==> src/rtl/core/ids_pkg.sv <==
// ----------------------------------------------------------------------------
// ids_pkg
// Shared constants and types of the 2x2 image downsampler.
// ----------------------------------------------------------------------------
package ids_pkg;

  // configuration port
  localparam int CFG_IDX_W  = 3;
  localparam int CFG_DATA_W = 13;

  localparam logic [CFG_IDX_W-1:0] CFG_IMAGE_WIDTH  = 3'd0;
  localparam logic [CFG_IDX_W-1:0] CFG_IMAGE_HEIGHT = 3'd1;
  localparam logic [CFG_IDX_W-1:0] CFG_HALVE_X      = 3'd2;
  localparam logic [CFG_IDX_W-1:0] CFG_HALVE_Y      = 3'd3;
  localparam logic [CFG_IDX_W-1:0] CFG_REDUCE_MODE  = 3'd4;

  // reduce modes; the unused codes act as top-left
  localparam logic [2:0] MODE_AVG      = 3'd0;
  localparam logic [2:0] MODE_TOP_LEFT = 3'd1;
  localparam logic [2:0] MODE_BOT_RGT  = 3'd2;
  localparam logic [2:0] MODE_MAX      = 3'd3;
  localparam logic [2:0] MODE_MIN      = 3'd4;

  // register reset values
  localparam logic [CFG_DATA_W-1:0] RST_IMAGE_WIDTH  = 13'd64;
  localparam logic [CFG_DATA_W-1:0] RST_IMAGE_HEIGHT = 13'd64;
  localparam logic [2:0]            RST_REDUCE_MODE  = MODE_AVG;

  // row counter covers the largest supported height
  localparam int MAX_HEIGHT = 4096;
  localparam int ROW_W      = 12;

  // reduction settings seen by the arithmetic stage
  typedef struct packed {
    logic       halve_x;
    logic       halve_y;
    logic [2:0] mode;
  } ids_mode_t;

  // per-pixel window flags from the position counters
  typedef struct packed {
    logic emit;
    logic row_end;
    logic frame_end;
  } ids_flags_t;

endpackage

==> src/rtl/core/ids_ctrl.sv <==
// ----------------------------------------------------------------------------
// ids_ctrl
// Configuration registers and raster position counters; derives the window
// flags and the line store write enable for each incoming pixel.
// ----------------------------------------------------------------------------
module ids_ctrl
  import ids_pkg::*;
#(
  parameter int MAX_WIDTH = 4096,
  parameter int AW        = $clog2(MAX_WIDTH)
) (
  input  logic                  clk_i,
  input  logic                  rst_ni,
  input  logic                  cfg_we_i,
  input  logic [CFG_IDX_W-1:0]  cfg_idx_i,
  input  logic [CFG_DATA_W-1:0] cfg_data_i,
  input  logic                  accept_i,
  output logic [AW-1:0]         col_o,
  output logic                  store_we_o,
  output ids_flags_t            flags_o,
  output ids_mode_t             mode_o
);

  logic [CFG_DATA_W-1:0] width_q, height_q;
  logic                  halve_x_q, halve_y_q;
  logic [2:0]            mode_q;
  logic [AW-1:0]         col_q, col_d;
  logic [ROW_W-1:0]      row_q, row_d;
  logic [AW-1:0]         wlast;
  logic [ROW_W-1:0]      hlast;
  logic                  cfg_hit;
  logic                  col_end, row_last;

  // last column / row index after clamping the raw size registers
  always_comb begin
    if (width_q == '0) begin
      wlast = '0;
    end else if (32'(width_q) > MAX_WIDTH) begin
      wlast = AW'(MAX_WIDTH - 1);
    end else begin
      wlast = AW'(width_q - 13'd1);
    end
    if (height_q == '0) begin
      hlast = '0;
    end else if (32'(height_q) > MAX_HEIGHT) begin
      hlast = ROW_W'(MAX_HEIGHT - 1);
    end else begin
      hlast = ROW_W'(height_q - 13'd1);
    end
  end

  assign cfg_hit = cfg_we_i && (cfg_idx_i inside {CFG_IMAGE_WIDTH, CFG_IMAGE_HEIGHT,
                                                   CFG_HALVE_X, CFG_HALVE_Y,
                                                   CFG_REDUCE_MODE});

  always_ff @(posedge clk_i or negedge rst_ni) begin
    if (!rst_ni) begin
      width_q   <= RST_IMAGE_WIDTH;
      height_q  <= RST_IMAGE_HEIGHT;
      halve_x_q <= 1'b1;
      halve_y_q <= 1'b1;
      mode_q    <= RST_REDUCE_MODE;
    end else if (cfg_we_i) begin
      case (cfg_idx_i)
        CFG_IMAGE_WIDTH:  width_q   <= cfg_data_i;
        CFG_IMAGE_HEIGHT: height_q  <= cfg_data_i;
        CFG_HALVE_X:      halve_x_q <= cfg_data_i[0];
        CFG_HALVE_Y:      halve_y_q <= cfg_data_i[0];
        CFG_REDUCE_MODE:  mode_q    <= cfg_data_i[2:0];
        default: ;
      endcase
    end
  end

  assign col_end  = (col_q == wlast);
  assign row_last = (row_q == hlast);

  always_comb begin
    col_d = col_q;
    row_d = row_q;
    if (cfg_hit) begin
      // any register write restarts the frame
      col_d = '0;
      row_d = '0;
    end else if (accept_i) begin
      if (col_end) begin
        col_d = '0;
        row_d = row_last ? '0 : row_q + 1'b1;
      end else begin
        col_d = col_q + 1'b1;
      end
    end
  end

  always_ff @(posedge clk_i or negedge rst_ni) begin
    if (!rst_ni) begin
      col_q <= '0;
      row_q <= '0;
    end else begin
      col_q <= col_d;
      row_q <= row_d;
    end
  end

  // on a halved axis only odd positions close a window; the last odd position
  // is the last index for an even size and the one before it for an odd size
  always_comb begin
    flags_o.emit = (!halve_x_q || col_q[0]) && (!halve_y_q || row_q[0]);
    flags_o.row_end = halve_x_q ? (col_end || (AW'(col_q + 1'b1) == wlast)) : col_end;
    flags_o.frame_end = flags_o.row_end &&
                        (halve_y_q ? (row_last || (ROW_W'(row_q + 1'b1) == hlast))
                                   : row_last);
  end

  assign col_o      = col_q;
  assign store_we_o = halve_y_q && !row_q[0];
  assign mode_o     = '{halve_x: halve_x_q, halve_y: halve_y_q, mode: mode_q};

endmodule

==> config.mk <==
export PLATFORM = sky130hd
export DESIGN_NAME = ids_ctrl
export DESIGN_NICKNAME = d
export VERILOG_FILES = /design/src/rtl/core/ids_pkg.sv /design/src/rtl/core/ids_ctrl.sv
export SDC_FILE = /design/constraint.sdc
export NUM_CORES = 1
export LEC_CHECK = 0
export BUFFER_PORTS_ARGS = -buffer_cell sky130_fd_sc_hd__clkbuf_2
export CAP_MARGIN = 10
export CORE_ASPECT_RATIO = 0.7
export CORE_UTILIZATION = 50
export DETAILED_ROUTE_END_ITERATION = 10
export GPL_ROUTABILITY_DRIVEN = 0
export PLACE_DENSITY_LB_ADDON = 0.1
export RECOVER_POWER = 50
export SYNTH_ARGS = -nofsm -noshare
export SYNTH_HDL_FRONTEND = slang
export SYNTH_SLANG_ARGS = --single-unit
==> constraint.sdc <==
create_clock -name clk_i -period 4.2 [get_ports clk_i]
set_input_delay 0.63 -clock clk_i [delete_from_list [all_inputs] [get_ports clk_i]]
set_output_delay 0.63 -clock clk_i [all_outputs]
set_load 0.005 [all_outputs]
==> impl_results.md <==
* Post-synthesis register bit count at 55
* Total CTS buffers at 5
* Area share of fa/ha/maj cells after synthesis at 0.0132
* Post-DP HPWL at 12.7 mm
* Leak at 2.35 nW
* Tcrit/Tclk final at 0.972
* HP Start: mode_q[0]
* Main combinational cell family by area after synthesis: simple AND/OR/NAND/NOR gates
* Unrepaired setup endpoints after global routing: no
* First-pass GRT wire length at 26.1 mm
* Setup crit end kind: primary output
* Most common cell after layout, fill and taps aside: dfrtp_1
* WS Path Type: flip-flop to primary output
* Most frequent cells in the layout: dfrtp_1 (48), nand2_1 (47), nor2_1 (46)
* Worst Reg-to-Reg Cells at 8
* WL per Instance at 21.2 µm
* Post-DRT Antenna Nets at 0
* Initial Utilization at 0.513
* RR Startpoint: width_q[7]
* Final nets at 685
* FMAX at 0.245 GHz
* Max stage delay on crit path at 620 ps
* PwrDens at 424 mW/mm²
* Final Setup Violations at 0
* Grt ovf at 0
* Largest net degree at the start of global routing at 33
* Antenna violations before repair at 0
* DR vias at 5,467
* Synthesized instance count at 630
* Hold path cells at 1
* Buf/Inv on CP at 1
* Layout Skew at 5.09 ps
* Clock Tree Root: clkbuf_16
* Synth cell types at 87
* Fraction of layout cells with a size suffix above 1 at 0.213
* Iter 0 DRT Violations at 598
* Synth Area in XOR/XNOR at 0.0615
* Num rows at 31
* Worst-margin pin slew at 1880 ps
* FFs w/ async S/R, synth at 1.00
* Crit path required time at 3570 ps
* Ant diodes at 0
* Worst Hold Endpoint: mode_q[0]
* Die Span X at 125 µm
* Seq/Total Area, Yosys at 0.261
* Failing checks: design-rule violations, max-capacitance violations, max-slew violations
* Core Area at 0.0103 mm²
* Total nets after synthesis at 654
* Outcome: finished, violations left
* CP max stage cell: or4_4
* CTS H-tree depth at 2
* Worst-Skew Late Latency at 300 ps
* Synth Flop Type: dfrtp_1
* Total Neg Setup Slack at 0 ps
* Tot GR Track Use at 0.305
* Fin crit period at 4080 ps
* Crit path cell chain: or4_4 -> o41ai_2 -> a31oi_1 -> xnor2_1 -> or3_1 -> a211o_1 -> o41ai_4 -> o21a_1 -> clkbuf_2
* Post-Synth Simple-Gate Area at 0.314
* Flop-to-flop setup slack at 260 ps
* Ys Warns at 0
* Num ports at 41
* Critical path startpoint category: flip-flop
* CTS max path bufs at 2
* VDD IR-drop max at 0.226 mV
* CP Max Fanout at 10
* Post-synth EDFFs at 0
* Clock slew at reported path FFs at 80 ps
* Number of global-route vias before repair at 4,778
* Number of iterations in the first detailed-routing pass at 9
* Worst r2r dst: row_q[6]
* Rel. slew slack at -0.252
* Worst path arrival time at 3450 ps
* DRC at 6
* Min-delay worst type: flip-flop to flip-flop
* Synthesized area at 0.00529 mm²
* Die Area at 0.0110 mm²
* PortBufs at 40
* Mux cell area share after synthesis at 0.0643
* Final Hold Viols at 0
* Core Util, Final at 0.572
* CP delay by family, top: compound AO/OA/AOI/OAI gates
* Number of vias per cell at 6.89
* CTS tree: yes
* Die Y at 88.1 µm
* Area fraction in compound gates after synthesis at 0.237
* Postcts setup bufs at 0
* Avg Inst Size Synth at 8.40 µm²
* Clk sinks at 55
* Max-cap viol count at 1
* Synthesis-to-finish area growth at 11.4%
* Total wire length at 16.8 mm
* Final-report max-slew violation count at 33
## cell usage after synthesis, types with 6 or more instances
library cell  instances  share of area
nand2b_1              9          0.011
a21oi_1              18          0.017
xor2_1               12          0.020
mux2_2               24          0.051
nor4_1               15          0.018
nor3_1               21          0.020
nand4_1              11          0.013
a31oi_1               7         0.0083
nor2b_1              10          0.012
xnor2_1              20          0.033
mux2i_1               7          0.013
clkbuf_1             29          0.021
and3_1                8         0.0095
nand3_1              30          0.028
o21ai_0              30          0.028
or4_1                10          0.014
a21o_1                7         0.0099
or3_1                12          0.014
or2_2                 6         0.0071
inv_1                16          0.011
nand2_1              47          0.033
dfrtp_1              51           0.24
o31ai_1              11          0.016
and2_1               12          0.014
nor2_1               46          0.033
a211o_1               8          0.013
## logic make-up (layout without fill, tap and decap cells)
| group | after synthesis | count (layout) |
|---|---|---|
| mux | 31 | 31 |
| flops | 55 | 55 |
| fa+ha+maj | 6 | 6 |
| simple gates | 282 | 282 |
| xor+xnor | 34 | 34 |
| compound gates | 164 | 164 |
| buf+inv | 58 | 90 |
## final cells by class
| type | instances | area, µm² |
|---|---|---|
| multi-input cells | 517 | 3750 |
| inverters | 16 | 60.1 |
| flip-flops and latches | 55 | 1390 |
| well taps | 132 | 165 |
| fillers | 957 | 4420 |
| clock buffers | 8 | 156 |
| repair buffers | 66 | 377 |
## metal layers
layer	wire length, µm	vias up	track usage
met5	0	-	0
met4	186	0	0.0477
met3	1750	26	0.0684
met2	6790	285	0.442
met1	8070	2675	0.465
li1	-	2481	-
## power breakdown
part / switching, mW / leakage (nW) / internal [mW]
Clock: 0.198 / 0.0772 / 0.255
Combinational: 0.682 / 1.59 / 0.521
Sequential: 0.215 / 0.677 / 0.629
## registers in the layout, summed over array words and instances, names as in the netlist
| register | count |
|---|---|
| mode_q | 3 |
| height_q | 13 |
| col_o | 12 |
| row_q | 12 |
| width_q | 13 |
| halve_x_q | 1 |
| halve_y_q | 1 |
## metrics by stage
stage | total power [mW] | setup WS (ps) | std cells | hold WS (ps) | instance area [µm²]
2_1_floorplan | 1.61 | 258 | 630 | 334 | 5290
3_3_place_gp | 1.93 | 233 | 786 | 489 | 5670
5_1_grt | 2.64 | 2.78 | 794 | 540 | 5900
6_report | 2.50 | 117 | 794 | 514 | 5900
4_1_cts | 2.43 | 5.52 | 794 | 466 | 5840
3_5_place_dp | 1.96 | 159 | 786 | 497 | 5670
## how the worst max path moves through the flow
| stage | start | end | slack, ps | cells past startpoint |
|---|---|---|---|---|
| floorplan | width_q[0] | flags_o[0] | 260 | 12 |
| global placement | width_q[1] | flags_o[0] | 230 | 11 |
| detailed placement | width_q[1] | flags_o[0] | 160 | 11 |
| CTS | width_q[1] | flags_o[0] | 6 | 11 |
| global route | height_q[2] | flags_o[0] | 3 | 10 |
| finish | width_q[7] | flags_o[0] | 120 | 9 |
## repair_timing
item,in CTS,in global routing
resized for setup,3,18
gates cloned,0,0
endpoints found under the setup margin,2,2
hold buffers,0,0
pin swaps,0,2
No activity file was read; power rests on OpenSTA's default activity.
