### config.mk
export PLATFORM = sky130hd
export DESIGN_NAME = ids_reduce_flat
export DESIGN_NICKNAME = d
export VERILOG_FILES = /design/src/rtl/core/ids_pkg.sv /design/src/rtl/core/ids_stream_if.sv /design/src/rtl/core/ids_reduce.sv /design/src/flat_wrapper.sv
export SDC_FILE = /design/constraint.sdc
export NUM_CORES = 1
export LEC_CHECK = 0
export ABC_AREA = 1
export BUFFER_PORTS_ARGS = -buffer_cell sky130_fd_sc_hd__buf_2
export CAP_MARGIN = 10
export CORE_MARGIN = 8
export CORE_UTILIZATION = 40
export CTS_BUF_LIST = sky130_fd_sc_hd__clkbuf_8 sky130_fd_sc_hd__clkbuf_16
export CTS_CLUSTER_DIAMETER = 120
export DETAILED_ROUTE_END_ITERATION = 6
export GPL_TIMING_DRIVEN = 1
export PLACE_DENSITY_LB_ADDON = 0.2
export SLEW_MARGIN = 20
export SYNTH_ARGS = -nofsm -noshare
export SYNTH_HDL_FRONTEND = slang
export SYNTH_SLANG_ARGS = --single-unit
### constraint.sdc
create_clock -name clk_i -period 11.3 [get_ports clk_i]
set_input_delay 0 -clock clk_i [delete_from_list [all_inputs] [get_ports clk_i]]
set_output_delay 0 -clock clk_i [all_outputs]
set_load 0.01 [all_outputs]
### src/rtl/core/ids_pkg.sv
// ----------------------------------------------------------------------------
// ids_pkg
// Shared constants and types of the 2x2 image downsampler.
// ----------------------------------------------------------------------------
package ids_pkg;

  // configuration port
  localparam int CFG_IDX_W  = 3;
  localparam int CFG_DATA_W = 13;

  localparam logic [CFG_IDX_W-1:0] CFG_IMAGE_WIDTH  = 3'd0;
  localparam logic [CFG_IDX_W-1:0] CFG_IMAGE_HEIGHT = 3'd1;
  localparam logic [CFG_IDX_W-1:0] CFG_HALVE_X      = 3'd2;
  localparam logic [CFG_IDX_W-1:0] CFG_HALVE_Y      = 3'd3;
  localparam logic [CFG_IDX_W-1:0] CFG_REDUCE_MODE  = 3'd4;

  // reduce modes; the unused codes act as top-left
  localparam logic [2:0] MODE_AVG      = 3'd0;
  localparam logic [2:0] MODE_TOP_LEFT = 3'd1;
  localparam logic [2:0] MODE_BOT_RGT  = 3'd2;
  localparam logic [2:0] MODE_MAX      = 3'd3;
  localparam logic [2:0] MODE_MIN      = 3'd4;

  // register reset values
  localparam logic [CFG_DATA_W-1:0] RST_IMAGE_WIDTH  = 13'd64;
  localparam logic [CFG_DATA_W-1:0] RST_IMAGE_HEIGHT = 13'd64;
  localparam logic [2:0]            RST_REDUCE_MODE  = MODE_AVG;

  // row counter covers the largest supported height
  localparam int MAX_HEIGHT = 4096;
  localparam int ROW_W      = 12;

  // reduction settings seen by the arithmetic stage
  typedef struct packed {
    logic       halve_x;
    logic       halve_y;
    logic [2:0] mode;
  } ids_mode_t;

  // per-pixel window flags from the position counters
  typedef struct packed {
    logic emit;
    logic row_end;
    logic frame_end;
  } ids_flags_t;

endpackage

### src/rtl/core/ids_stream_if.sv


interface ids_out_if #(
  parameter int W = 16
);
  logic                valid;
  logic                ready;
  logic signed [W-1:0] pixel_out;
  logic                row_end;
  logic                frame_end;

  modport source (output valid, output pixel_out, output row_end, output frame_end,
                  input ready);
  modport sink   (input valid, input pixel_out, input row_end, input frame_end,
                  output ready);
endinterface

### src/rtl/core/ids_reduce.sv
// ----------------------------------------------------------------------------
// ids_reduce
// Window stage and output register: assembles the window from the line
// store read, the previous read and the left pixel, and reduces it.
// ----------------------------------------------------------------------------
module ids_reduce
  import ids_pkg::*;
#(
  parameter int PIXEL_BITS = 16
) (
  input  logic                         clk_i,
  input  logic                         rst_ni,
  input  logic                         in_valid_i,
  input  logic signed [PIXEL_BITS-1:0] pixel_i,
  input  ids_flags_t                   flags_i,
  input  ids_mode_t                    mode_i,
  input  logic signed [PIXEL_BITS-1:0] rd_data_i,
  output logic                         in_ready_o,
  output logic                         accept_o,
  ids_out_if.source                    out_o
);

  localparam int S4 = PIXEL_BITS + 2;
  localparam int S2 = PIXEL_BITS + 1;

  logic                         s1_v_q;
  logic signed [PIXEL_BITS-1:0] s1_pix_q, s1_left_q, s1_tprev_q;
  ids_flags_t                   s1_flags_q;
  logic signed [PIXEL_BITS-1:0] left_q;
  logic                         out_v_q;
  logic signed [PIXEL_BITS-1:0] out_pix_q;
  logic                         out_re_q, out_fe_q;
  logic                         out_free;

  logic signed [PIXEL_BITS-1:0] wa, wb, wc, wd, oa, ob;
  logic signed [PIXEL_BITS-1:0] max_ab, max_cd, min_ab, min_cd, res;
  logic signed [S4-1:0]         sum4, sum4_adj;
  logic signed [S2-1:0]         sum2, sum2_adj;

  assign out_free   = !out_v_q || out_o.ready;
  assign in_ready_o = !s1_v_q || out_free;
  assign accept_o   = in_valid_i && in_ready_o;

  always_ff @(posedge clk_i or negedge rst_ni) begin
    if (!rst_ni) begin
      s1_v_q  <= 1'b0;
      left_q  <= '0;
      out_v_q <= 1'b0;
    end else begin
      if (in_ready_o) begin
        s1_v_q <= accept_o;
      end
      if (accept_o) begin
        left_q <= pixel_i;
      end
      if (out_free) begin
        out_v_q <= s1_v_q && s1_flags_q.emit;
      end
    end
  end

  // rd_data_i still shows the previous request's read at the accept edge
  always_ff @(posedge clk_i) begin
    if (accept_o) begin
      s1_pix_q   <= pixel_i;
      s1_left_q  <= left_q;
      s1_tprev_q <= rd_data_i;
      s1_flags_q <= flags_i;
    end
  end

  // 2x2 window: a top-left, b top-right, c bottom-left, d bottom-right
  assign wa = s1_tprev_q;
  assign wb = rd_data_i;
  assign wc = s1_left_q;
  assign wd = s1_pix_q;
  // one-axis window: first pixel from the left or from the row above
  assign oa = mode_i.halve_x ? s1_left_q : rd_data_i;
  assign ob = s1_pix_q;

  always_comb begin
    sum4     = S4'(wa) + S4'(wb) + S4'(wc) + S4'(wd);
    // bias negative sums so the shift truncates toward zero
    sum4_adj = sum4 + $signed({{PIXEL_BITS{1'b0}}, sum4[S4-1], sum4[S4-1]});
    sum2     = S2'(oa) + S2'(ob);
    sum2_adj = sum2 + $signed({{PIXEL_BITS{1'b0}}, sum2[S2-1]});
    max_ab   = (wa > wb) ? wa : wb;
    max_cd   = (wc > wd) ? wc : wd;
    min_ab   = (wa < wb) ? wa : wb;
    min_cd   = (wc < wd) ? wc : wd;
    res      = s1_pix_q;
    if (mode_i.halve_x && mode_i.halve_y) begin
      case (mode_i.mode)
        MODE_AVG:     res = PIXEL_BITS'(sum4_adj >>> 2);
        MODE_BOT_RGT: res = wd;
        MODE_MAX:     res = (max_ab > max_cd) ? max_ab : max_cd;
        MODE_MIN:     res = (min_ab < min_cd) ? min_ab : min_cd;
        default:      res = wa;
      endcase
    end else if (mode_i.halve_x || mode_i.halve_y) begin
      case (mode_i.mode)
        MODE_AVG:     res = PIXEL_BITS'(sum2_adj >>> 1);
        MODE_BOT_RGT: res = ob;
        MODE_MAX:     res = (oa > ob) ? oa : ob;
        MODE_MIN:     res = (oa < ob) ? oa : ob;
        default:      res = oa;
      endcase
    end
  end

  always_ff @(posedge clk_i) begin
    if (out_free && s1_v_q) begin
      out_pix_q <= res;
      out_re_q  <= s1_flags_q.row_end;
      out_fe_q  <= s1_flags_q.frame_end;
    end
  end

  assign out_o.valid     = out_v_q;
  assign out_o.pixel_out = out_pix_q;
  assign out_o.row_end   = out_re_q;
  assign out_o.frame_end = out_fe_q;

endmodule

### src/flat_wrapper.sv
// flat-port wrapper written by rule: the top's interface ports become plain ports
module ids_reduce_flat import ids_pkg::*;
#(
  parameter int PIXEL_BITS = 16
)
  (clk_i, rst_ni, in_valid_i, pixel_i, flags_i, mode_i, rd_data_i, in_ready_o, accept_o, out_o_valid, out_o_pixel_out, out_o_row_end, out_o_frame_end, out_o_ready);
  ids_out_if out_o_i ();
  input  logic clk_i;
  input  logic rst_ni;
  input  logic in_valid_i;
  input  logic signed [PIXEL_BITS-1:0] pixel_i;
  input  ids_flags_t flags_i;
  input  ids_mode_t mode_i;
  input  logic signed [PIXEL_BITS-1:0] rd_data_i;
  output logic in_ready_o;
  output logic accept_o;
  output wire logic [$bits(out_o_i.valid)-1:0] out_o_valid;
  output wire logic [$bits(out_o_i.pixel_out)-1:0] out_o_pixel_out;
  output wire logic [$bits(out_o_i.row_end)-1:0] out_o_row_end;
  output wire logic [$bits(out_o_i.frame_end)-1:0] out_o_frame_end;
  input wire logic [$bits(out_o_i.ready)-1:0] out_o_ready;
  assign out_o_valid = out_o_i.valid;
  assign out_o_pixel_out = out_o_i.pixel_out;
  assign out_o_row_end = out_o_i.row_end;
  assign out_o_frame_end = out_o_i.frame_end;
  assign out_o_i.ready = out_o_ready;
  ids_reduce #(.PIXEL_BITS(PIXEL_BITS)) u_core (.clk_i(clk_i), .rst_ni(rst_ni), .in_valid_i(in_valid_i), .pixel_i(pixel_i), .flags_i(flags_i), .mode_i(mode_i), .rd_data_i(rd_data_i), .in_ready_o(in_ready_o), .accept_o(accept_o), .out_o(out_o_i));
endmodule
==> results by group, run 1 <==
Detailed routing
  • Vias/cell: 5.558
  • WL/cell: 20.30 um
  • Routed via count: 11,022
  • Metal2 WL: 16,980 um
  • Iter 0 DRT Violations: 1,227
  • DRC: 0
  • DR pass1 iterations: 6
  • Met3 WL post-DR: 3821 um
  • Met1 Routed Length: 18,170 um
  • WL final: 40,260 um
  • Final ANT Viol Nets: 0
  • Max layer used: met4

Finish
  • Fin cells: 1,983
  • Nets@finish: 1,829
  • Layout cell share with drive strength beyond 1: 0.07430
  • Area Growth Syn to Fin: 11.66%
  • # fillers: 2,756
  • Diode count: 0

Critical path
  • CP Launch Type: flop
  • Crit end category: flop
  • Worst EP required: 11.36 ns
  • CP Class: reg -> reg
  • Crit Path Max Fanout: 32
  • Data arrival time of the worst path: 6.74 ns

STA
  • PnR worst setup slack: 4.618 ns
  • Worst Tran Pin Value: 1.114 ns
  • Unrepaired setup endpoints after global routing: no
  • Final hold vios: 0
  • F_max: 149.7 MHz
  • Worst slew margin: 0.2566
  • Crit path time final: 6.682 ns
  • Clock skew: 0.01807 ns
  • Fin crit share: 0.5913
  • Setup_tns: 0 ns
  • Setup violations, final: 0
  • Slew Viols, Final: 0

GRT
  • Initial antenna violation count: 0
  • First-pass GRT wire length: 62,070 um
  • Largest net degree at the start of global routing: 49
  • Total GRT Usage: 0.2453
  • Aggregate global routing overflow: 0
  • Vias in the first global route: 10,575

Clocking
  • Post-CTS Setup Inserts: 0
  • Max Buffers Root-to-Sink: 2
  • Clk pin slew, worst setup/hold paths: 0.07 ns
  • Resize count post-CTS: 0
  • Clk Latency, worst-skew pair: 0.37 ns
  • CTS tree: done
  • CTS root buffer: clkbuf_16
  • Hold buffer count at cts: 37
  • Clock sink count: 87
  • Inserted Clock Buffers: 9
  • H-tree levels: 3

Power
  • Leakage dissipation: 5.922 nW
  • Net switching power: 0.9763 mW
  • Peak supply drop: 0.00007818 V
  • Clock share of power: 0.181
  • Internal: 0.9465 mW
  • Power Density: 160.3 nW/um^2
  • Power share of the combinational group: 0.604
  • Flop pwr share: 0.215
  • Sw frac: 0.5078
  • Design Power: 1.923 mW

Placement
  • Post-placement cell count: 1,930
  • Final GP Congestion: 1.043
  • Setup WS pre-CTS: 4.863 ns
  • Port bufs: 64
  • Detailed-placement wirelength estimate: 32,330 um

Run
  • Max cap viols: 0

Die
  • Starting density of the core: 0.4031
  • I/O Pins: 65
  • Row count: 60
  • Die Area: 32,350 um^2
  • Core area: 26,650 um^2
  • Die Wd: 179.9 um
  • Die Y: 179.9 um

Synthesis
  • Post-synth ARST share: 0.2069
  • Netlist Area Pre-Place: 10,740 um^2
  • Most frequent cells after synthesis: nand2_1, inv_1, o21ai_0
  • Synth Register Bits: 87
  • Most common cell in the netlist: nand2_1
  • Ranking of synthesized cells by area: edfxtp_1, nand2_1, ha_1
  • Yosys top cell area share: 0.1929
  • Number of synthesis warnings: 0
  • Post-Syn Area per Cell: 6.859 um^2
  • Mapped Cells: 1,566
  • EDFF count, synth: 69
  • Synth cell types: 53
  • Seq/Total Area, Yosys: 0.2348
  • Dominant synthesized flop cell: edfxtp_1
  • Cell taking the most area after synthesis: edfxtp_1
  • Mapped Nets: 1,758

Worst hold path
  • Worst Hold Class: in -> async

Outcome
  • Status: finished, final reports clean
-- stage by stage --
stage               hold WS [ns]  area [um^2]  utilization
floorplan                -0.2956        10740            -
global placement        -0.02089        11310       0.4243
detailed placement      -0.01189        11310       0.4243
CTS                       0.1300        11990       0.4500
global route              0.1754        11990       0.4500
finish                    0.1313        11990       0.4500
-- cell type report --
cell class | count | area [um^2] | share of cell area
Clock inverter | 7 | 90.09 | 0.007511
Inverter | 240 | 900.9 | 0.07511
Sequential cell | 87 | 2522 | 0.2103
Timing Repair Buffer | 109 | 750.7 | 0.06259
Tap cell | 341 | 426.7 | 0.03557
Multi-Input combinational cell | 1190 | 7078 | 0.5901
Clock buffer | 9 | 225.2 | 0.01878
-- metal layers --
metal / vias up / global-route usage
li1: 5337 / -
met1: 5119 / 0.3407
met2: 502 / 0.3799
met3: 64 / 0.04476
met4: 0 / 0.07703
met5: - / 0
-- critical path, cell delays in order, from the launching register on --
cell and delay, ns:
edfxtp_1 0.48, inv_1 0.22, ha_1 0.45, nand4_1 0.15
nor2_1 0.22, nand2_1 0.13, nand2_1 0.10, nand2_1 0.07
nand2_1 0.66, inv_1 0.09, nand2_1 0.68, o21ai_0 0.25
ha_1 0.39, nand2_1 0.09, inv_1 0.06, nand2_1 0.07
a31oi_1 0.06, a2111oi_0 0.34, nand3_1 0.13, nand2_1 0.64
nand2_1 0.11, o21ai_0 0.13, o21ai_0 0.25, a31oi_1 0.34
nand2_1 0.09, nand2_1 0.06, nand2_1 0.12
-- registers in the layout, summed over array words and instances, names as in the netlist, 3 cells and up --
register,count
u_core.s1_tprev_q,16
u_core.out_o.pixel_out,16
u_core.left_q,16
u_core.s1_flags_q,3
u_core.ob,16
u_core.s1_left_q,16
-- power groups by stage --
stage / Clock [mW] / Combinational, mW / Sequential [mW]
after CTS: 0.351 / 1.14 / 0.414
after global placement: 0 / 1.12 / 0.420
final: 0.348 / 1.16 / 0.414
after floorplan: 0 / 0.836 / 0.413
after global routing: 0.360 / 1.30 / 0.417
after detailed placement: 0 / 1.13 / 0.421
-- logic make-up after synthesis --
| family | count (synthesis) | share of synthesized area |
|---|---|---|
| and+or+nand+nor | 676 | 0.2662 |
| buffers and inverters | 289 | 0.1067 |
| xor gates and xnor gates | 23 | 0.01875 |
| adders and majority gates | 148 | 0.1962 |
| AOI/OAI and AO/OA | 343 | 0.1774 |
| DFF | 87 | 0.2348 |
-- layout by cell type, fill, tap and decap left out, types with 16 or more instances in the layout --
| cell type | instances |
|---|---|
| dlygate4sd3_1 | 37 |
| nand2_1 | 409 |
| dfrtp_1 | 18 |
| nand4_1 | 20 |
| nor2_1 | 96 |
| xor2_1 | 16 |
| o21ai_0 | 152 |
| a21oi_1 | 115 |
| fa_1 | 34 |
| nand3_1 | 110 |
| buf_2 | 64 |
| ha_1 | 114 |
| inv_1 | 235 |
| o211ai_1 | 16 |
| edfxtp_1 | 69 |
-- final timing paths --
check / startpoint / endpoint / slack, ns / cells past startpoint
max: u_core.ob[15] / u_core.out_o.pixel_out[13] / 4.62 / 26
min: rst_ni / u_core.left_q[4] / 0.13 / 2
max reg2reg: u_core.ob[15] / u_core.out_o.pixel_out[13] / 4.62 / 26
min reg2reg: u_core.s1_flags_q[0] / u_core.out_o.frame_end / 0.43 / 0
max in group asynchronous: rst_ni / u_core.left_q[13] / 10.84 / 2
min in group clk_i: in_valid_i / u_core.s1_v_q / 0.33 / 3
(Power assumes the default switching activity.)
==> run 2: changes to the inputs <==
==> constraint.sdc (replaced) <==
create_clock -name clk_i -period 6.9 [get_ports clk_i]
set_input_delay 0 -clock clk_i [delete_from_list [all_inputs] [get_ports clk_i]]
set_output_delay 0 -clock clk_i [all_outputs]
set_load 0.01 [all_outputs]
==> run 2 against run 1 <==
Net effect:
- the flow now finishes with violations (DRC)
- clock skew decreased by 0.0019 ns
- clock-buffer cell count unchanged
- worst hold slack worse by 0.0072 ns
- register-to-register slack worse by 3.3 ns
- sequential share of layout area shrank 0.16 points
- largest cell class unchanged
==> results by group, run 2 (synthesis results as in run 1) <==
Clocking
  • Clk Latency, worst-skew pair: 0.36 ns (about the same)
  • Clock sink count: 87 (unchanged)
  • CTS root buffer: clkbuf_16
  • Clk pin slew, worst setup/hold paths: 0.08 ns (about the same)
  • H-tree levels: 3 (unchanged)
  • CTS tree: done
  • Max Buffers Root-to-Sink: 2 (unchanged)
  • Inserted Clock Buffers: 9 (unchanged)
  • Resize count post-CTS: 0 (unchanged)

Finish
  • Nets@finish: 1,841 (+0.66%)
  • Fin cells: 1,996 (+0.66%)
  • Area Growth Syn to Fin: 12.52%
  • Most frequent cells in the layout: nand2_1, inv_1, o21ai_0
  • Finished Cell Area: 12,090 um^2 (+0.77%)
  • # fillers: 2,770 (+0.51%)
  • Layout cell share with drive strength beyond 1: 0.08222 (+0.007925)
  • Most common cell after layout, fill and taps aside: nand2_1

Power
  • Power Density: 264.0 nW/um^2 (+65%)
  • Peak supply drop: 0.0001300 V (+66%)
  • Leakage dissipation: 5.966 nW (+0.75%)

Critical path
  • Crit Path Max Fanout: 5 (-84%)
  • CP Launch Type: input pin
  • Worst EP required: 7.01 ns (-4.35 ns)
  • Data arrival time of the worst path: 5.77 ns (-0.97 ns)
  • CP max stage cell: o21ai_0
  • Critical path's most frequent cell: nand2_1
  • Crit path largest cell delay: 0.58 ns (-0.10 ns)
  • CP Class: in -> reg
  • Crit end category: flop

STA
  • Setup_tns: 0 ns (unchanged)
  • Worst Tran Pin Value: 1.080 ns (-0.03408 ns)
  • Worst hold slack: 0.1241 ns (-0.007170 ns)
  • Fin crit share: 0.8202
  • Setup violations, final: 0 (unchanged)
  • Final hold vios: 0 (unchanged)
  • Worst slew margin: 0.2793 (+0.02275)
  • Crit path time final: 5.659 ns
  • F_max: 176.7 MHz
  • Slew Viols, Final: 0 (unchanged)
  • Unrepaired setup endpoints after global routing: no
  • Clock skew: 0.01616 ns (-0.001915 ns)

Placement
  • Area after DPL: 11,410 um^2 (+0.91%)
  • Port bufs: 64 (unchanged)
  • Post-placement cell count: 1,942 (+0.62%)
  • Detailed-placement wirelength estimate: 33,200 um (+2.7%)
  • Final GP Congestion: 0.9718 (-6.9%)

Outcome
  • Status: complete, but fails checks
  • Failing checks: DRC

Detailed routing
  • WL/cell: 20.80 um (+2.5%)
  • DRC: 1 (+1)
  • Met1 Routed Length: 19,350 um (+6.4%)
  • WL final: 41,520 um (+3.1%)
  • Routed via count: 11,071 (+0.44%)
  • Iter 0 DRT Violations: 1,061 (-14%)
  • Metal2 WL: 17,700 um (+4.2%)
  • DR pass1 iterations: 7 (+1)
  • Met3 WL post-DR: 3461 um (-9.4%)
  • Max layer used: met4
  • Vias/cell: 5.547 (-0.21%)
  • Final ANT Viol Nets: 0 (unchanged)

GRT
  • Total GRT Usage: 0.2517 (+0.006414)
  • First-pass GRT wire length: 63,740 um (+2.7%)
  • Initial antenna violation count: 0 (unchanged)
  • Aggregate global routing overflow: 0 (unchanged)
  • Largest net degree at the start of global routing: 49 (unchanged)
  • Vias in the first global route: 10,764 (+1.8%)

Die
  • Row count: 60 (unchanged)
  • Die Wd: 179.9 um (unchanged)
  • Core area: 26,650 um^2 (unchanged)
  • Die Y: 179.9 um (unchanged)
  • I/O Pins: 65 (unchanged)
  • Starting density of the core: 0.4031 (unchanged)
  • Die Area: 32,350 um^2 (unchanged)

Run
  • Max cap viols: 0 (unchanged)

Worst hold path
  • Worst Hold Class: in -> async
==> run 2: cell count changes in the layout (fill, tap and decap cells not counted) <==
cell        delta
nor2_2         -1
clkinvlp_4     +1
clkinv_4       -2
nor2_4         +1
buf_4         +12
inv_6          +4
inv_1          -2
o21ai_2        -1
bufinv_16      -1
o21ai_4        +1
diode_2        +1
==> run 2: metal layers <==
layer  track usage  vias up
met4       0.06869        0
met3       0.03750       56
met1        0.3565     5157
met5             0        -
li1              -     5357
met2        0.3922      501
==> run 2: critical path: cells and delay by family <==
family	cells	cell delay (ns)
xor+xnor	1	0.40
compound gates	6	1.44
buf+inv	6	1.14
fa+ha+maj	2	0.60
simple gates	15	2.17
==> run 2: final cells by class <==
class,instances,area (um^2),area share
Clock inverter,7,77.57,0.006418
Inverter,240,900.9,0.07453
Sequential cell,87,2522,0.2087
Timing Repair Buffer,121,840.8,0.06957
Multi-Input combinational cell,1190,7091,0.5866
Clock buffer,9,225.2,0.01863
Antenna cell,1,2.502,0.0002070
Tap cell,341,426.7,0.03530
==> run 2: what timing repair did <==
item	in CTS	in global routing
hold buffers	37	0
hold endpoints to repair	71	0
buffers inserted	0	0
setup endpoints to repair	0	0
==> run 2: path summary, 6_finish.rpt <==
check                                startpoint                         end  slack [ns]  cells past startpoint
setup / recovery                   rd_data_i[1]  u_core.out_o.pixel_out[11]        1.24                     30
hold / removal                           rst_ni            u_core.left_q[4]        0.12                      2
setup reg to reg                   u_core.ob[3]   u_core.out_o.pixel_out[0]        1.29                     30
hold reg to reg            u_core.s1_flags_q[1]        u_core.out_o.row_end        0.43                      0
max in group asynchronous                rst_ni          u_core.out_o.valid        6.45                      2
min in group clk_i                   in_valid_i               u_core.s1_v_q        0.35                      3
==> run 2: metrics by stage <==
step             util  power (mW)  setup WS, ns
2_1_floorplan       -       2.045         2.532
3_3_place_gp   0.4279       2.587         1.441
3_5_place_dp   0.4282       2.594         1.388
4_1_cts        0.4534       3.159         1.364
5_1_grt        0.4534       3.439        0.6827
6_report       0.4535       3.191         1.241
==> run 2: where the power goes <==
group / total (mW) / leakage (nW) / switching (mW) / internal [mW]
clock: 0.544 / 0.147 / 0.257 / 0.287
combinational: 1.96 / 4.93 / 1.34 / 0.620
sequential: 0.686 / 0.892 / 0.0540 / 0.632
==> run 3: changes to the inputs <==
==> constraint.sdc (replaced) <==
create_clock -name clk_i -period 5.1 [get_ports clk_i]
set_input_delay 0 -clock clk_i [delete_from_list [all_inputs] [get_ports clk_i]]
set_output_delay 0 -clock clk_i [all_outputs]
set_load 0.01 [all_outputs]
==> run 3 against run 2 <==
Net effect:
- the flow now finishes without violations
- total power rose by 40%
- clock-buffer cell count did not move
- utilization rose by 2.3 points
- combinational power rose by 45%
- sequential share of layout area fell by 1.0 points
- final cell count rose by 3.2%
- clock skew fell by 0.0014 ns
- global-route usage fell by 0.26 points
- critical path depth rose by 4
- clock power rose by 34%
- via count rose by 3.3%
- sequential power rose by 32%
- largest cell class unchanged
==> results by group, run 3 (synthesis results as in run 1) <==
Outcome
  • Status: finished, final reports clean

Finish
  • Most frequent cells in the layout: nand2_1, inv_1, o21ai_0
  • Area Growth Syn to Fin: 18.16%
  • Final Core Density: 0.4762 (+0.02272)
  • Nets@finish: 1,906 (+3.5%)
  • Most common cell after layout, fill and taps aside: nand2_1
  • Diode count: 0 (-1)
  • Fin cells: 2,060 (+3.2%)
  • Layout cell share with drive strength beyond 1: 0.1274 (+0.04517)

Placement
  • Final GP Congestion: 0.9952 (+2.4%)
  • Setup WS pre-CTS: -0.03044 ns (-1.419 ns)
  • Post-placement cell count: 1,999 (+2.9%)
  • Detailed-placement wirelength estimate: 33,860 um (+2.0%)
  • Port bufs: 64 (unchanged)

GRT
  • Initial antenna violation count: 0 (unchanged)
  • First-pass GRT wire length: 62,920 um (-1.3%)
  • Vias in the first global route: 10,702 (-0.58%)
  • Largest net degree at the start of global routing: 55 (+12%)
  • Aggregate global routing overflow: 0 (unchanged)
  • Total GRT Usage: 0.2491 (-0.002617)

Critical path
  • CP Buf/Inv Count: 10 (+4)
  • Crit Path Max Fanout: 25 (+20)
  • Data arrival time of the worst path: 5.02 ns (-0.75 ns)
  • Critical path depth in cells: 34 (+13%)
  • Worst EP required: 5.21 ns (-1.80 ns)
  • CP Class: in -> reg
  • Crit end category: flop
  • Crit path largest cell delay: 0.53 ns (-0.05 ns)
  • Top delay family on crit path: buffers and inverters
  • CP max stage cell: dlygate4sd3_1
  • Reg2reg path depth: 31 (+3.3%)
  • Critical path's most frequent cell: nand2_1
  • CP Launch Type: input pin

Clocking
  • CTS root buffer: clkbuf_16
  • Inserted Clock Buffers: 9 (unchanged)
  • H-tree levels: 3 (unchanged)
  • Clock sink count: 87 (unchanged)
  • Max Buffers Root-to-Sink: 2 (unchanged)
  • Clk Latency, worst-skew pair: 0.36 ns (about the same)
  • CTS tree: done
  • Clk pin slew, worst setup/hold paths: 0.08 ns (about the same)

Power
  • Design Power: 4.481 mW (+40%)
  • Leakage dissipation: 6.300 nW (+5.6%)
  • Power Density: 353.1 nW/um^2 (+34%)
  • Peak supply drop: 0.0001662 V (+28%)

STA
  • F_max: 203.8 MHz
  • Setup violations, final: 0 (unchanged)
  • Clock skew: 0.01472 ns (-0.001438 ns)
  • Setup_tns: 0 ns (unchanged)
  • Crit path time final: 4.906 ns
  • Final hold vios: 0 (unchanged)
  • Worst slew margin: 0.3285 (+0.04921)
  • Fin crit share: 0.9619
  • Slew Viols, Final: 0 (unchanged)
  • Worst Tran Pin Value: 1.006 ns (-0.07374 ns)
  • PnR worst setup slack: 0.1944 ns (-1.046 ns)

Die
  • Core area: 26,650 um^2 (unchanged)
  • Die Wd: 179.9 um (unchanged)
  • Starting density of the core: 0.4031 (unchanged)
  • Die Y: 179.9 um (unchanged)
  • Die Area: 32,350 um^2 (unchanged)
  • I/O Pins: 65 (unchanged)
  • Row count: 60 (unchanged)

Run
  • Max cap viols: 0 (unchanged)

Detailed routing
  • Iter 0 DRT Violations: 1,433 (+35%)
  • DRC: 0 (-1)
  • Vias/cell: 5.553 (+0.12%)
  • WL final: 41,600 um (+0.20%)
  • WL/cell: 20.20 um (-2.9%)
  • Routed via count: 11,440 (+3.3%)
  • Final ANT Viol Nets: 0 (unchanged)
  • DR pass1 iterations: 7 (unchanged)

Worst hold path
  • Worst Hold Class: in -> async
## run 3: changes by cell type in the layout (fill, tap and decap cells not counted), sizes merged
cell	change
buf	+64
clkbuf	+1
clkinvlp	+2
diode	-1
inv	-2
## run 3: metal layers
layer / track usage / vias up / routed length, um
met5: 0 / - / 0
met4: 0.07336 / 0 / 1122
met3: 0.02742 / 72 / 3194
met2: 0.3926 / 524 / 18170
met1: 0.3533 / 5358 / 19110
li1: - / 5486 / -
## run 3: per-stage QoR
| step | hold slack, ns | instance area [um^2] |
|---|---|---|
| after floorplan | -0.2956 | 10740 |
| after global placement | -0.03089 | 11880 |
| after detailed placement | -0.03073 | 11880 |
| after CTS | 0.1119 | 12550 |
| after global routing | 0.1499 | 12690 |
| final | 0.09705 | 12690 |
## run 3: final cells by class
class	count	area [um^2]
multi-input combinational	1190	7146
clock inverter	7	73.82
fill	2682	13960
clock buffer	9	225.2
inverter	240	904.6
sequential	87	2522
timing repair buffer	186	1394
tap	341	426.7
## run 3: repair_timing
item | 4_1_cts | 5_1_grt
setup buffers | 0 | 8
pin swaps | 0 | 5
hold buffers | 37 | 0
hold endpoints to repair | 71 | 0
endpoints found under the setup margin | 6 | 16
resized for setup | 1 | 30
## run 3: worst reg2reg max path, delay by kind of cell (launching register included)
kind	cells	cell delay [ns]
compound gates	6	1.06
buf+inv	7	0.87
fa+ha+maj	2	0.74
flops	1	0.40
simple gates	16	1.51
## run 3: power breakdown
| group | total (mW) | switching, mW | internal (mW) |
|---|---|---|---|
| logic | 2.84 | 1.87 | 0.977 |
| registers | 0.906 | 0.0516 | 0.855 |
| clock network | 0.731 | 0.348 | 0.384 |
| total | 4.48 | 2.27 | 2.22 |
## run 3: final timing paths
path / start / to / slack [ns]
max: rd_data_i[15] / u_core.out_o.pixel_out[15] / 0.19
min: rst_ni / u_core.left_q[0] / 0.1
max reg2reg: u_core.s1_tprev_q[15] / u_core.out_o.pixel_out[15] / 0.29
min reg2reg: u_core.s1_flags_q[1] / u_core.out_o.row_end / 0.42
max in group asynchronous: rst_ni / u_core.left_q[11] / 4.69
min in group clk_i: flags_i[0] / u_core.s1_flags_q[0] / 0.35
